$ cat config.mk
export PLATFORM = sky130hd
export DESIGN_NAME = npsm_ctrl
export DESIGN_NICKNAME = d
export VERILOG_FILES = /design/src/hdl/npsm_pkg.sv /design/src/hdl/npsm_ctrl.sv
export SDC_FILE = /design/constraint.sdc
export NUM_CORES = 1
export LEC_CHECK = 0
export BUFFER_PORTS_ARGS = -buffer_cell sky130_fd_sc_hd__buf_4
export CORE_AREA = 2 2 47 49
export DETAILED_ROUTE_END_ITERATION = 12
export DIE_AREA = 0 0 49 51
export PLACE_DENSITY = 0.51
export SYNTH_ARGS = -nofsm -noshare
export SYNTH_HDL_FRONTEND = slang
export SYNTH_SLANG_ARGS = --single-unit
export TNS_END_PERCENT = 50
$ cat constraint.sdc
create_clock -name aclk -period 1.8 [get_ports aclk]
set_clock_uncertainty 0.15 [all_clocks]
set_input_delay 0.18 -clock aclk [delete_from_list [all_inputs] [get_ports aclk]]
set_output_delay 0.18 -clock aclk [all_outputs]
set_load 0.005 [all_outputs]
$ cat src/hdl/npsm_pkg.sv
// ---------------------------------------------------------------------------
// npsm_pkg - shared types and constants of the nearest point search block
// Field widths, default sizes, op codes and the controller/datapath bundles.
// ---------------------------------------------------------------------------
`default_nettype none

package npsm_pkg;

    localparam int MAX_POINTS_DEF = 4096;
    localparam int GRID_BITS_DEF  = 8;
    localparam int FRAC_BITS_DEF  = 8;

    localparam int OP_W    = 2;
    localparam int COORD_W = 8;
    localparam int QUERY_W = 16;
    localparam int DIST_W  = 17;

    // memo entries carry a generation tag, a clear just moves to the next one
    localparam int EPOCH_BITS = 8;

    typedef enum logic [OP_W-1:0] {
        OP_CLEAR = 2'd0,
        OP_ADD   = 2'd1,
        OP_QUERY = 2'd2
    } npsm_op_t;

    typedef enum logic [1:0] {
        OUT_ZERO,
        OUT_FULL,
        OUT_MEMO,
        OUT_SCAN
    } npsm_out_t;

    typedef struct packed {
        logic      latch;
        logic      clear;
        logic      add_point;
        logic      memo_wr_add;
        logic      memo_wr_query;
        logic      wipe;
        logic      scan_start;
        logic      sqrt_start;
        logic      out_load;
        npsm_out_t out_kind;
    } npsm_cmd_t;

    typedef struct packed {
        logic [OP_W-1:0] op;
        logic            table_full;
        logic            count_zero;
        logic            memo_hit;
        logic            epoch_max;
        logic            wipe_done;
        logic            scan_done;
        logic            sqrt_busy;
    } npsm_sts_t;

endpackage

`default_nettype wire

$ cat src/hdl/npsm_ctrl.sv
// ---------------------------------------------------------------------------
// npsm_ctrl - sequencer of the nearest point search block
// Decodes each word, steps the datapath and owns both stream handshakes.
// ---------------------------------------------------------------------------
`default_nettype none

module npsm_ctrl (
    input  wire logic                 aclk,
    input  wire logic                 aresetn,
    input  wire logic                 s_tvalid,
    output logic                      s_tready,
    output logic                      m_tvalid,
    input  wire logic                 m_tready,
    output npsm_pkg::npsm_cmd_t       cmd,
    input  wire npsm_pkg::npsm_sts_t  sts
);

    import npsm_pkg::*;

    typedef enum logic [2:0] {
        ST_WIPE,
        ST_IDLE,
        ST_DISPATCH,
        ST_ADD_CHK,
        ST_Q_CHK,
        ST_SCAN,
        ST_SQRT,
        ST_OUT
    } state_t;

    state_t    state_reg, state_next;
    npsm_out_t kind_reg, kind_next;
    logic      resp_reg, resp_next;
    logic      m_valid_reg, m_valid_next;

    always_comb begin
        state_next = state_reg;
        kind_next  = kind_reg;
        resp_next  = resp_reg;
        cmd        = '0;
        cmd.out_kind = kind_reg;
        unique case (state_reg)
            ST_WIPE: begin
                cmd.wipe = 1'b1;
                if (sts.wipe_done) begin
                    resp_next  = 1'b0;
                    state_next = resp_reg ? ST_OUT : ST_IDLE;
                end
            end
            ST_IDLE: begin
                if (s_tvalid) begin
                    cmd.latch  = 1'b1;
                    state_next = ST_DISPATCH;
                end
            end
            ST_DISPATCH: begin
                unique case (sts.op)
                    OP_CLEAR: begin
                        cmd.clear = 1'b1;
                        kind_next = OUT_ZERO;
                        // tag space used up: sweep the memo before answering
                        if (sts.epoch_max) begin
                            resp_next  = 1'b1;
                            state_next = ST_WIPE;
                        end else begin
                            state_next = ST_OUT;
                        end
                    end
                    OP_ADD:   state_next = ST_ADD_CHK;
                    OP_QUERY: state_next = ST_Q_CHK;
                    default: begin
                        kind_next  = OUT_ZERO;
                        state_next = ST_OUT;
                    end
                endcase
            end
            ST_ADD_CHK: begin
                if (sts.table_full) begin
                    kind_next = OUT_FULL;
                end else begin
                    cmd.add_point   = 1'b1;
                    cmd.memo_wr_add = !sts.memo_hit;
                    kind_next       = OUT_ZERO;
                end
                state_next = ST_OUT;
            end
            ST_Q_CHK: begin
                if (sts.memo_hit) begin
                    kind_next  = OUT_MEMO;
                    state_next = ST_OUT;
                end else if (sts.count_zero) begin
                    kind_next  = OUT_ZERO;
                    state_next = ST_OUT;
                end else begin
                    cmd.scan_start = 1'b1;
                    state_next     = ST_SCAN;
                end
            end
            ST_SCAN: begin
                if (sts.scan_done) begin
                    cmd.sqrt_start = 1'b1;
                    state_next     = ST_SQRT;
                end
            end
            ST_SQRT: begin
                if (!sts.sqrt_busy) begin
                    cmd.memo_wr_query = 1'b1;
                    kind_next         = OUT_SCAN;
                    state_next        = ST_OUT;
                end
            end
            ST_OUT: begin
                if (!m_valid_reg || m_tready) begin
                    cmd.out_load = 1'b1;
                    state_next   = ST_IDLE;
                end
            end
            default: begin
                state_next = ST_IDLE;
            end
        endcase
    end

    always_comb begin
        if (cmd.out_load) begin
            m_valid_next = 1'b1;
        end else if (m_tready) begin
            m_valid_next = 1'b0;
        end else begin
            m_valid_next = m_valid_reg;
        end
    end

    always_ff @(posedge aclk) begin
        if (!aresetn) begin
            state_reg   <= ST_WIPE;
            kind_reg    <= OUT_ZERO;
            resp_reg    <= 1'b0;
            m_valid_reg <= 1'b0;
        end else begin
            state_reg   <= state_next;
            kind_reg    <= kind_next;
            resp_reg    <= resp_next;
            m_valid_reg <= m_valid_next;
        end
    end

    assign s_tready = (state_reg == ST_IDLE);
    assign m_tvalid = m_valid_reg;

    a_accept_dispatch: assert property (@(posedge aclk) disable iff (!aresetn)
        (s_tvalid && s_tready) |=> (state_reg == ST_DISPATCH))
        else $error("accepted word not dispatched");

    a_scan_nonempty: assert property (@(posedge aclk) disable iff (!aresetn)
        cmd.scan_start |-> !sts.count_zero)
        else $error("scan started on empty table");

    a_wipe_blocks_input: assert property (@(posedge aclk) disable iff (!aresetn)
        cmd.wipe |-> !s_tready)
        else $error("input open during memo sweep");

    a_sqrt_runs: assert property (@(posedge aclk) disable iff (!aresetn)
        cmd.sqrt_start |=> sts.sqrt_busy)
        else $error("root unit did not start");

endmodule

`default_nettype wire

# --- Yosys cells after proc, flatten, opt, wreduce, memory -nomap -nowiden ---
# Cells that the tools add are included.
# W data, S select, Z words.
word_totals:
  register_bits: 7
  inputBits: 13
  output_inout_bits: 13
  word_cells: 73
classes:
  eq_ne: 18
  mux: 39
  reduce_logical: 12
op_table:
  columns: ["op", "n"]
  rows:
  - ["$mux W3", 8]
  - ["$pmux W3 S8", 1]
  - ["$mux W1", 20]
  - ["$mux W2", 7]
  - ["$ne A2 B2 Y1 const B", 7]
  - ["$eq A3 B3 Y1 const B", 4]
  - ["$pmux W3 S3", 1]
  - ["$pmux W2 S4", 1]
  - ["$reduce_and A4 Y1", 2]
  - ["$eq A3 B2 Y1 const B", 2]
  - ["$reduce_and A5 Y1", 1]
  - ["$reduce_bool A2 Y1", 2]
  - ["$reduce_bool A4 Y1", 1]
  - ["$eq A3 B1 Y1 const B", 1]
  - ["$logic_not A3 Y1", 1]
  - ["$ne A3 B3 Y1 const B", 1]
  - ["$eq A2 B1 Y1 const B", 1]
  - ["$eq A2 B2 Y1 const B", 1]
  - ["$logic_not A1 Y1", 2]
  - ["$logic_not A2 Y1", 1]
  - ["$ne A2 B1 Y1 const B", 1]
  - ["$pmux W1 S2", 1]
  - ["$reduce_or A2 Y1", 1]
  - ["$logic_or A1 B1 Y1", 1]

# --- Depth between registers and ports, before layout ---
# Gate-level depths: netlist of the first run.
logic_depth:
  depth_word: 5
  ltp_mapped: 7
  ltp_nobuf: 7

# --- Worst setup path after synthesis of the first run ---
# No wires, ideal clock.
synth_timing:
  path_type: "input to register"
  start: "input sts[7] (netlist name)"
  end: "register state_reg[1]"
  t_arrival_ns: 1.232
  t_required_ns: 1.525
  path_slack_ns: 0.293
  path_stages: 7
  path_buffers: 0
  path_cell_list: "inv_1 ha_1 nor3b_1 a211oi_1 a21oi_1 o311ai_1 a21oi_2"
synth_between:
  elab_chain_len: 3
synth_lines:
  columns: ["element", "line", "source"]
  rows:
  - ["start, declared", "npsm_ctrl.sv:15", "input wire npsm_pkg::npsm_sts_t sts"]
  - ["$eq A2 B2 Y1 (tied with other cells)", "npsm_ctrl.sv:57", "unique case (sts.op)"]
  - ["$pmux W3 S3 *", "npsm_ctrl.sv:57", null]
  - ["$pmux W3 S8 *", "npsm_ctrl.sv:42", "unique case (state_reg)"]
  - ["end signal, assigned", "npsm_ctrl.sv:141", "state_reg <= state_next;"]
  - ["end, declared", "npsm_ctrl.sv:31", "state_t state_reg, state_next;"]
# Every way passes the cells marked *; elsewhere a longest branch is shown, timed or not.
# A chain may end at the register's enable or synchronous reset.

==> results of run 1 <==
==> kinds of logic after synthesis <==
logic type | Yosys count | synth area share [%]
simple gates | 33 | 31.8
compound gates | 19 | 23.9
buf+inv | 10 | 9.21
flops | 7 | 24.6
mux | 3 | 6.14
fa+ha+maj | 2 | 4.39
==> timing repair <==
action                                  4_1_cts  5_1_grt
resized for setup                             1        1
hold buffers                                  1        0
endpoints found under the hold margin         1        0
endpoints found under the setup margin        1        1
==> path summary, 6_finish.rpt <==
path / depth (start not counted) / slack, ns / to
setup / recovery: 4 / 0.15 / cmd[7]
hold / removal: 3 / 0.12 / m_tvalid
setup reg to reg: 6 / 0.28 / state_reg[1]
hold reg to reg: 2 / 0.36 / kind_reg[1]
==> power by group through the flow <==
stage | Clock, uW | Combinational [uW] | Sequential (uW)
6_report | 152 | 527 | 242
5_1_grt | 166 | 594 | 247
4_1_cts | 157 | 526 | 240
3_5_place_dp | 0 | 522 | 241
3_3_place_gp | 0 | 529 | 238
2_1_floorplan | 0 | 355 | 216
==> final cells by class <==
class / count / area, um2 / share of cell area, %
clock buffers: 4 / 26.3 / 3.16
inverters: 5 / 18.8 / 2.26
multi-input cells: 57 / 383 / 46.0
flip-flops and latches: 7 / 141 / 17.0
well taps: 28 / 35.0 / 4.21
repair buffers: 30 / 228 / 27.4
==> through the flow <==
| step | std cells | total power, uW |
|---|---|---|
| floorplan | 74 | 571 |
| global placement | 126 | 767 |
| detailed placement | 126 | 763 |
| CTS | 131 | 923 |
| global route | 131 | 1010 |
| finish | 131 | 921 |
==> worst register-to-register path: stages (launching register included) <==
cell and delay (ns):
dfxtp_1 0.35, buf_4 0.23, nand2_1 0.09, o221ai_2 0.20, o21ai_2 0.11, or2_0 0.22
a21oi_2 0.11
==> layer usage <==
layer,vias to the layer above,track usage (%),wire [um]
met1,292,15.3,675
met2,20,24.4,726
met4,0,4.29,12
li1,325,-,-
met3,2,5.85,114
met5,-,0,0
==> cells in the final DEF (no fill, tap or decap), drive strengths merged <==
master,count
or2,1
a21oi,9
dfxtp,7
o221ai,1
nor3b,2
a311oi,1
nand3,2
nor4,2
and2,1
buf,29
a31oi,1
nand2b,1
nand3b,2
a211o,1
a211oi,2
nand2,6
inv,5
o311ai,1
nor3,5
nor4b,1
a21boi,1
and4,1
or3,1
nor2,7
o21ai,2
mux2,1
dlygate4sd3,1
nor2b,1
mux2i,2
clkbuf,4
ha,2
==> summary.txt, run 1 <==
Layout
  – Design area: 832 um2
  – Post-layout util: between 40 and 50%
  – Inserted Diodes: 0
  – Layout area overhead: 45.8%
  – Layout cells sized above 1: 39.8%
  – Final nets: 119
  – Max reg flops: 3
  – FILL cells: ~230

Synthesis
  – Synthesized instance count: 74
  – Post-synth ARST share: 0%
  – EDFF count, synth: 0
  – Sequential cell area fraction in the yosys report: 24.6%
  – Top-area cell type share of the netlist area: around a quarter
  – Most numerous cell in the Yosys netlist: a21oi_1
  – Post-synth cell types: 34
  – Most instantiated cells after synthesis: a21oi_1, dfxtp_1, nor2_1
  – Commonest register cell after synthesis: dfxtp_1
  – Synth top area cells: dfxtp_1, a21oi_1, nor2_1
  – Area leader, netlist: dfxtp_1
  – Mapped Area: around 570 um2
  – Syn_area_per_cell: ~7.7 um2
  – Synth warnings: 0
  – Number of synthesized register bits: 7
  – Net Count, Synth: 89

Setup path
  – CP Capture Type: output pin
  – Critical Path Source: state_reg[1]
  – Crit-path max cell delay: roughly 0.46 ns
  – Critical path buffers and inverters: 2
  – Startpoint types: flip-flop
  – Crit path cell chain: buf_4, nand2_1, nor4_1, buf_4
  – CP max FO: 10
  – WS Path Type: flip-flop to output pin
  – CP Data Arrival Time: 1.32 ns
  – Data required, critical path: 1.47 ns
  – Worst path slowest cell: dfxtp_2
  – Most frequent CP cell: buf_4
  – Worst reg2reg startpoint: state_reg[2]
  – CP delay by family, top: flip-flops

Power
  – Switching Share: between 40% and 50%
  – Net Switching: slightly below 400 uW
  – PwrDens: 1110 nW/um2
  – Internal: 524 uW
  – Reg power frac: between 20% and 30%
  – Leak pwr: 0.000345 uW
  – Worst IR Drop VDD: 0.000486 V
  – Combinational power share: between 50% and 60%
  – Clock share of power: 16.5%

Drt
  – Antenna Nets Post-Route: 0
  – Routed vias/inst: approximately 5
  – DRC viols: 0
  – Vias: approximately 640
  – Drt wl/cell: around 12 um
  – Iteration-0 DRC count of the detailed router: 4
  – Detailed Routing Iterations Pass 1: 3
  – Final WL: about 1500 um

Die
  – Die area: 2500 um2
  – Die Y: a little over 50 um
  – Initial cell density of the core: between 20% and 30%
  – Ports: 26
  – Core region area: approximately 2100 um2
  – Die Span X: a little under 50 um
  – Num rows: 17

Clock network
  – CTS clk-pin slew, worst paths: 0.06 ns
  – Post-CTS Setup Repair Bufs: 0
  – Clock sink count: 7
  – Clock tree buffer depth: 2
  – CTS root buffer: clkbuf_4
  – CTS tree: yes
  – Skew-Pair Late Insertion Delay: about 0.26 ns
  – Htree depth: 1
  – Num CTS Buffers: 3

Run status
  – Outcome: finished clean

Timing
  – Slew HR: between 80% and 90%
  – Fin crit period: between 1.5 and 2 ns
  – Setup violations, final: 0
  – FMAX: 606 MHz
  – Slew Limit Fails: 0
  – Min Hold Slack: between 0.1 and 0.15 ns
  – Final hold violations: 0
  – Setup slack after layout: about 0.15 ns
  – Sum Neg Setup Slack: 0 ns
  – Fin crit share: about nine tenths
  – Worst Max-Slew Pin Slew: roughly 0.29 ns
  – RSZ-0062 raised after global routing: no

GRT
  – GRT Overall Usage: 13.9%
  – First-pass GRT wire length: between 2000 and 3000 um
  – Initial antenna violation count: 0
  – Largest net degree at the start of global routing: 19
  – GR Overflow Total: 0
  – Vias in the first global route: between 600 and 700

Flow run
  – Max-cap violations: 0

Placement
  – Placed inst area: between 700 and 800 um2
  – Pre-CTS setup slack: roughly 0.07 ns
  – Final Wtd Congestion: just over 0.7
  – Port Buf Inserts: 25
  – Post-DP HPWL: 1170 um

Worst hold path
  – Hold Crit Start: m_tready
  – HP Class: input pin to flip-flop
(Power assumes the default switching activity.)
==> inputs of run 2 (changes only) <==
--- a/config.mk
+++ b/config.mk
@@ -10,6 +10,7 @@
 export DETAILED_ROUTE_END_ITERATION = 12
 export DIE_AREA = 0 0 49 51
 export PLACE_DENSITY = 0.51
+export RECOVER_POWER = 25
 export SYNTH_ARGS = -nofsm -noshare
 export SYNTH_HDL_FRONTEND = slang
 export SYNTH_SLANG_ARGS = --single-unit
==> run 2 against run 1 <==
Register-to-register slack is essentially flat. Via count is the same. Total power is essentially flat. Sequential power is essentially flat. Non-clock buffer count is the same. Core utilization is the same. Critical path type unchanged. Critical endpoint unchanged.
==> summary.txt, run 2 (synthesis results as in run 1) <==
Layout
  – Layout cells sized above 1: between 30% and 40%
  – Final nets: 119
  – Layout area overhead: 45.8%
  – Commonest non-fill, non-tap cells in the layout: buf_4, a21oi_1, nor2_1
  – Most common cell after layout, fill and taps aside: buf_4
  – Max reg flops: 3
  – Inserted Diodes: 0

GRT
  – Largest net degree at the start of global routing: 19
  – Vias in the first global route: 609
  – GRT Overall Usage: 13.9%
  – GR Overflow Total: 0
  – Initial antenna violation count: 0
  – First-pass GRT wire length: ~2600 um

Drt
  – Final WL: roughly 1500 um
  – Vias: ~640
  – Drt wl/cell: 11.6 um
  – Antenna Nets Post-Route: 0
  – Routed vias/inst: roughly 5
  – Iteration-0 DRC count of the detailed router: 4
  – Detailed Routing Iterations Pass 1: 3
  – DRC viols: 0

Setup path
  – Data required, critical path: 1.47 ns
  – Crit path cell chain: buf_4, nand2_1, nor4_1, buf_4
  – Crit-path max cell delay: approximately 0.46 ns
  – CP delay by family, top: flip-flops
  – Worst R2R Setup Slack: around 0.28 ns
  – CP max FO: 10
  – Worst path slowest cell: dfxtp_2
  – Most frequent CP cell: buf_4
  – Critical path buffers and inverters: 2
  – WS Path Type: flip-flop to output pin
  – CP Capture Type: output pin
  – Startpoint types: flip-flop
  – CP Data Arrival Time: about 1.3 ns

Clock network
  – Skew-Pair Late Insertion Delay: about 0.26 ns
  – Num CTS Buffers: 3
  – CTS root buffer: clkbuf_4
  – Htree depth: 1
  – CTS clk-pin slew, worst paths: approximately 0.060 ns
  – CTS tree: yes
  – Clock sink count: 7
  – Clock tree buffer depth: 2

Timing
  – Fin crit period: about 1.7 ns
  – Sum Neg Setup Slack: 0 ns
  – FMAX: between 600 and 700 MHz
  – Slew HR: around four fifths
  – Slew Limit Fails: 0
  – Fin crit share: 91.7%
  – Setup violations, final: 0
  – RSZ-0062 raised after global routing: no
  – Worst Max-Slew Pin Slew: 0.291 ns
  – Final hold violations: 0
  – Setup slack after layout: between 0.1 and 0.15 ns

Power
  – Leak pwr: between 0.0003 and 0.0004 uW
  – Worst IR Drop VDD: 0.000486 V
  – PwrDens: about 1100 nW/um2

Placement
  – Post-DP HPWL: roughly 1200 um
  – Final Wtd Congestion: slightly above 0.7
  – Pre-CTS setup slack: roughly 0.071 ns
  – Port Buf Inserts: 25

Die
  – Initial cell density of the core: 27.7%
  – Die Y: approximately 50 um
  – Die area: between 2000 and 2500 um2
  – Ports: 26
  – Core region area: slightly above 2000 um2
  – Die Span X: a little under 50 um
  – Num rows: 17

Worst hold path
  – HP Class: input pin to flip-flop

Run status
  – Outcome: finished clean

Flow run
  – Max-cap violations: 0
## run 2: area by class of cell
cell class,count,area [um2]
well taps,28,35.0
flip-flops and latches,7,141
clock buffers,4,26.3
inverters,5,18.8
repair buffers,30,228
multi-input cells,57,383
fillers,231,1230
## run 2: report_power, final
group	internal, uW	switching [uW]
Combinational	252	275
Sequential	186	55.3
Clock	85.2	66.9
## run 2: worst register-to-register path, cell delays in order (launching register included)
cell and delay [ns]:
dfxtp_1 0.35, buf_4 0.23, nand2_1 0.09, o221ai_2 0.20, o21ai_2 0.11, or2_0 0.22, a21oi_2 0.11
## run 2: path summary, 6_finish.rpt
check / from / depth (start not counted) / endpoint
setup / recovery: state_reg[1] / 4 / cmd[7]
hold / removal: m_tready / 3 / m_tvalid
setup reg to reg: state_reg[2] / 6 / state_reg[1]
hold reg to reg: kind_reg[1] / 2 / kind_reg[1]
## run 2: layer usage
layer	up-vias	global-route usage, %	wire length [um]
met1	292	15.3	673
met5	-	0	0
li1	325	-	-
met2	20	24.4	725
met4	0	4.29	12
met3	2	5.85	113
## run 2: timing repair
action	in CTS	in global routing
hold endpoints to repair	1	0
setup endpoints to repair	1	1
resized for setup	1	1
hold buffers	1	0
buffers inserted	0	0
## run 2: per-stage QoR
stage               instance area (um2)  hold WS, ns  utilization, %  power [uW]  instances
finish                              832        0.117            40.3         921        131
detailed placement                  790        0.234            38.3         763        126
global placement                    790        0.227            38.3         767        126
global route                        832        0.130            40.3        1010        131
floorplan                           571        0.127               -         571         74
CTS                                 827        0.113            40.1         923        131
==> inputs of run 3 (changes only) <==
--- a/config.mk
+++ b/config.mk
@@ -6,11 +6,14 @@
 export NUM_CORES = 1
 export LEC_CHECK = 0
 export BUFFER_PORTS_ARGS = -buffer_cell sky130_fd_sc_hd__buf_4
-export CORE_AREA = 2 2 47 49
+export CELL_PAD_IN_SITES_DETAIL_PLACEMENT = 1
+export CELL_PAD_IN_SITES_GLOBAL_PLACEMENT = 2
+export CORE_AREA = 2 2 53 55
 export DETAILED_ROUTE_END_ITERATION = 12
-export DIE_AREA = 0 0 49 51
-export PLACE_DENSITY = 0.51
+export DIE_AREA = 0 0 55 57
+export PLACE_DENSITY = 0.7
 export RECOVER_POWER = 25
+export SLEW_MARGIN = 10
 export SYNTH_ARGS = -nofsm -noshare
 export SYNTH_HDL_FRONTEND = slang
 export SYNTH_SLANG_ARGS = --single-unit
==> run 3 against run 2 <==
Core utilization shrank 7.9 points. Cell count grew 2.3%. Critical path depth is the same. Critical endpoint is now cmd[2]. Largest cell class unchanged. Total power grew 1.5%. Sequential share of layout area shrank 0.33 points. Non-clock buffer count is the same. Combinational power grew 4.6%.
==> summary.txt, run 3 (synthesis results as in run 1) <==
Run status
  – Outcome: finished clean

Flow run
  – Max-cap violations: 0

GRT
  – Met1 Use GR: between 10% and 20%
  – GRT met2 Usage: 20.4%
  – Initial antenna violation count: 0
  – GRT Overall Usage: 11.7%
  – First-pass GRT wire length: around 2700 um
  – Gr busiest metal: met2
  – Vias in the first global route: roughly 650
  – Met3 Resource Use GR: about 4.7%
  – Largest net degree at the start of global routing: 18
  – GR Overflow Total: 0

Die
  – Die area: 3140 um2
  – Core region area: between 2000 and 3000 um2
  – Die Span X: approximately 55 um
  – Initial cell density of the core: between 20% and 30%
  – Ports: 26
  – Num rows: 19
  – Die Y: 57 um

Power
  – Worst IR Drop VDD: just under 0.0005 V
  – PwrDens: between 1000 and 1500 nW/um2
  – Leak pwr: about 0.00035 uW

Timing
  – Setup slack after layout: between 0.15 and 0.2 ns
  – Sum Neg Setup Slack: 0 ns
  – Final hold violations: 0
  – Fin crit share: 91.3%
  – Setup violations, final: 0
  – FMAX: ~600 MHz
  – Slew HR: between 70% and 80%
  – RSZ-0062 raised after global routing: no
  – Fin crit period: 1.64 ns
  – Slew Limit Fails: 0
  – Worst Max-Slew Pin Slew: ~0.3 ns

Drt
  – Routed vias/inst: about 4.8
  – Drt wl/cell: between 10 and 15 um
  – Detailed Routing Iterations Pass 1: 3
  – Iteration-0 DRC count of the detailed router: 3
  – Vias: 640
  – Antenna Nets Post-Route: 0
  – DRC viols: 0
  – Final WL: between 1500 and 2000 um

Layout
  – Final nets: 119
  – Design area: around 850 um2
  – Layout cells sized above 1: approximately two fifths
  – Layout area overhead: 48.7%
  – Commonest non-fill, non-tap cells in the layout: buf_4, a21oi_1, nor2_1
  – Inserted Diodes: 0
  – Post-Layout Cell Count: approximately 130
  – Most common cell after layout, fill and taps aside: buf_4
  – Max reg flops: 3

Setup path
  – Startpoint types: flip-flop
  – CP Capture Type: output pin
  – Critical Path Source: state_reg[1]
  – Worst reg2reg startpoint: state_reg[2]
  – Data required, critical path: 1.47 ns
  – CP Data Arrival Time: approximately 1.3 ns
  – WS Path Type: flip-flop to output pin
  – CP max FO: 7

Clock network
  – Clock tree buffer depth: 2
  – Htree depth: 1
  – Skew-Pair Late Insertion Delay: ~0.25 ns
  – Clock sink count: 7
  – Post-CTS Setup Repair Bufs: 0
  – CTS clk-pin slew, worst paths: around 0.060 ns
  – Num CTS Buffers: 3
  – CTS tree: yes
  – CTS root buffer: clkbuf_4

Placement
  – Post-DP HPWL: about 1300 um
  – Pre-CTS setup slack: 0.0508 ns
  – Placed inst area: 806 um2
  – Placed cells: 129
  – Final Wtd Congestion: about 0.7
  – Port Buf Inserts: 25

Worst hold path
  – Hold Crit Start: m_tready
  – HP Class: input pin to flip-flop
==> run 3: cell counts in the layout (fill, tap and decap cells not counted) <==
No cell type changed its count.
==> run 3: stage by stage <==
step | util (%) | hold slack [ns] | power, uW
floorplan | - | 0.127 | 571
global placement | 30.8 | 0.230 | 781
detailed placement | 30.8 | 0.229 | 785
CTS | 32.4 | 0.112 | 947
global route | 32.4 | 0.125 | 1020
finish | 32.4 | 0.121 | 935
==> run 3: worst paths after layout <==
check | cells past startpoint | endpoint | slack (ns)
worst max-delay path | 4 | cmd[2] | 0.16
worst min-delay path | 3 | m_tvalid | 0.12
worst max register to register | 5 | state_reg[1] | 0.21
worst min register to register | 2 | kind_reg[1] | 0.35
==> run 3: layout make-up <==
| type | instances | area [um2] |
|---|---|---|
| Clock buffer | 4 | 26.3 |
| Fill cell | 337 | 1770 |
| Inverter | 5 | 18.8 |
| Multi-Input combinational cell | 57 | 383 |
| Sequential cell | 7 | 141 |
| Tap cell | 31 | 38.8 |
| Timing Repair Buffer | 30 | 240 |
==> run 3: critical path: stages (launching register included) <==
cell and delay [ns]:
dfxtp_1 0.45, buf_4 0.19, nand3_1 0.10, nor2b_1 0.18
buf_4 0.14
==> run 3: repair_timing <==
item	in CTS	in global routing
pin swaps	0	0
hold buffers	1	0
gates resized for setup	1	1
endpoints found under the setup margin	1	2
endpoints found under the hold margin	1	0
==> run 3: layer usage <==
layer / part of all wire [%] / wire [um]
met5: 0 / 0
met4: 0 / 0
met3: 5.2 / 84
met2: 54 / 874
met1: 41 / 663
==> run 3: power breakdown <==
group | total, uW | internal (uW) | switching, uW | leakage [uW]
clock network | 148 | 84.9 | 62.9 | 0.0000150
logic | 551 | 266 | 285 | 0.000275
registers | 237 | 186 | 50.5 | 0.0000571
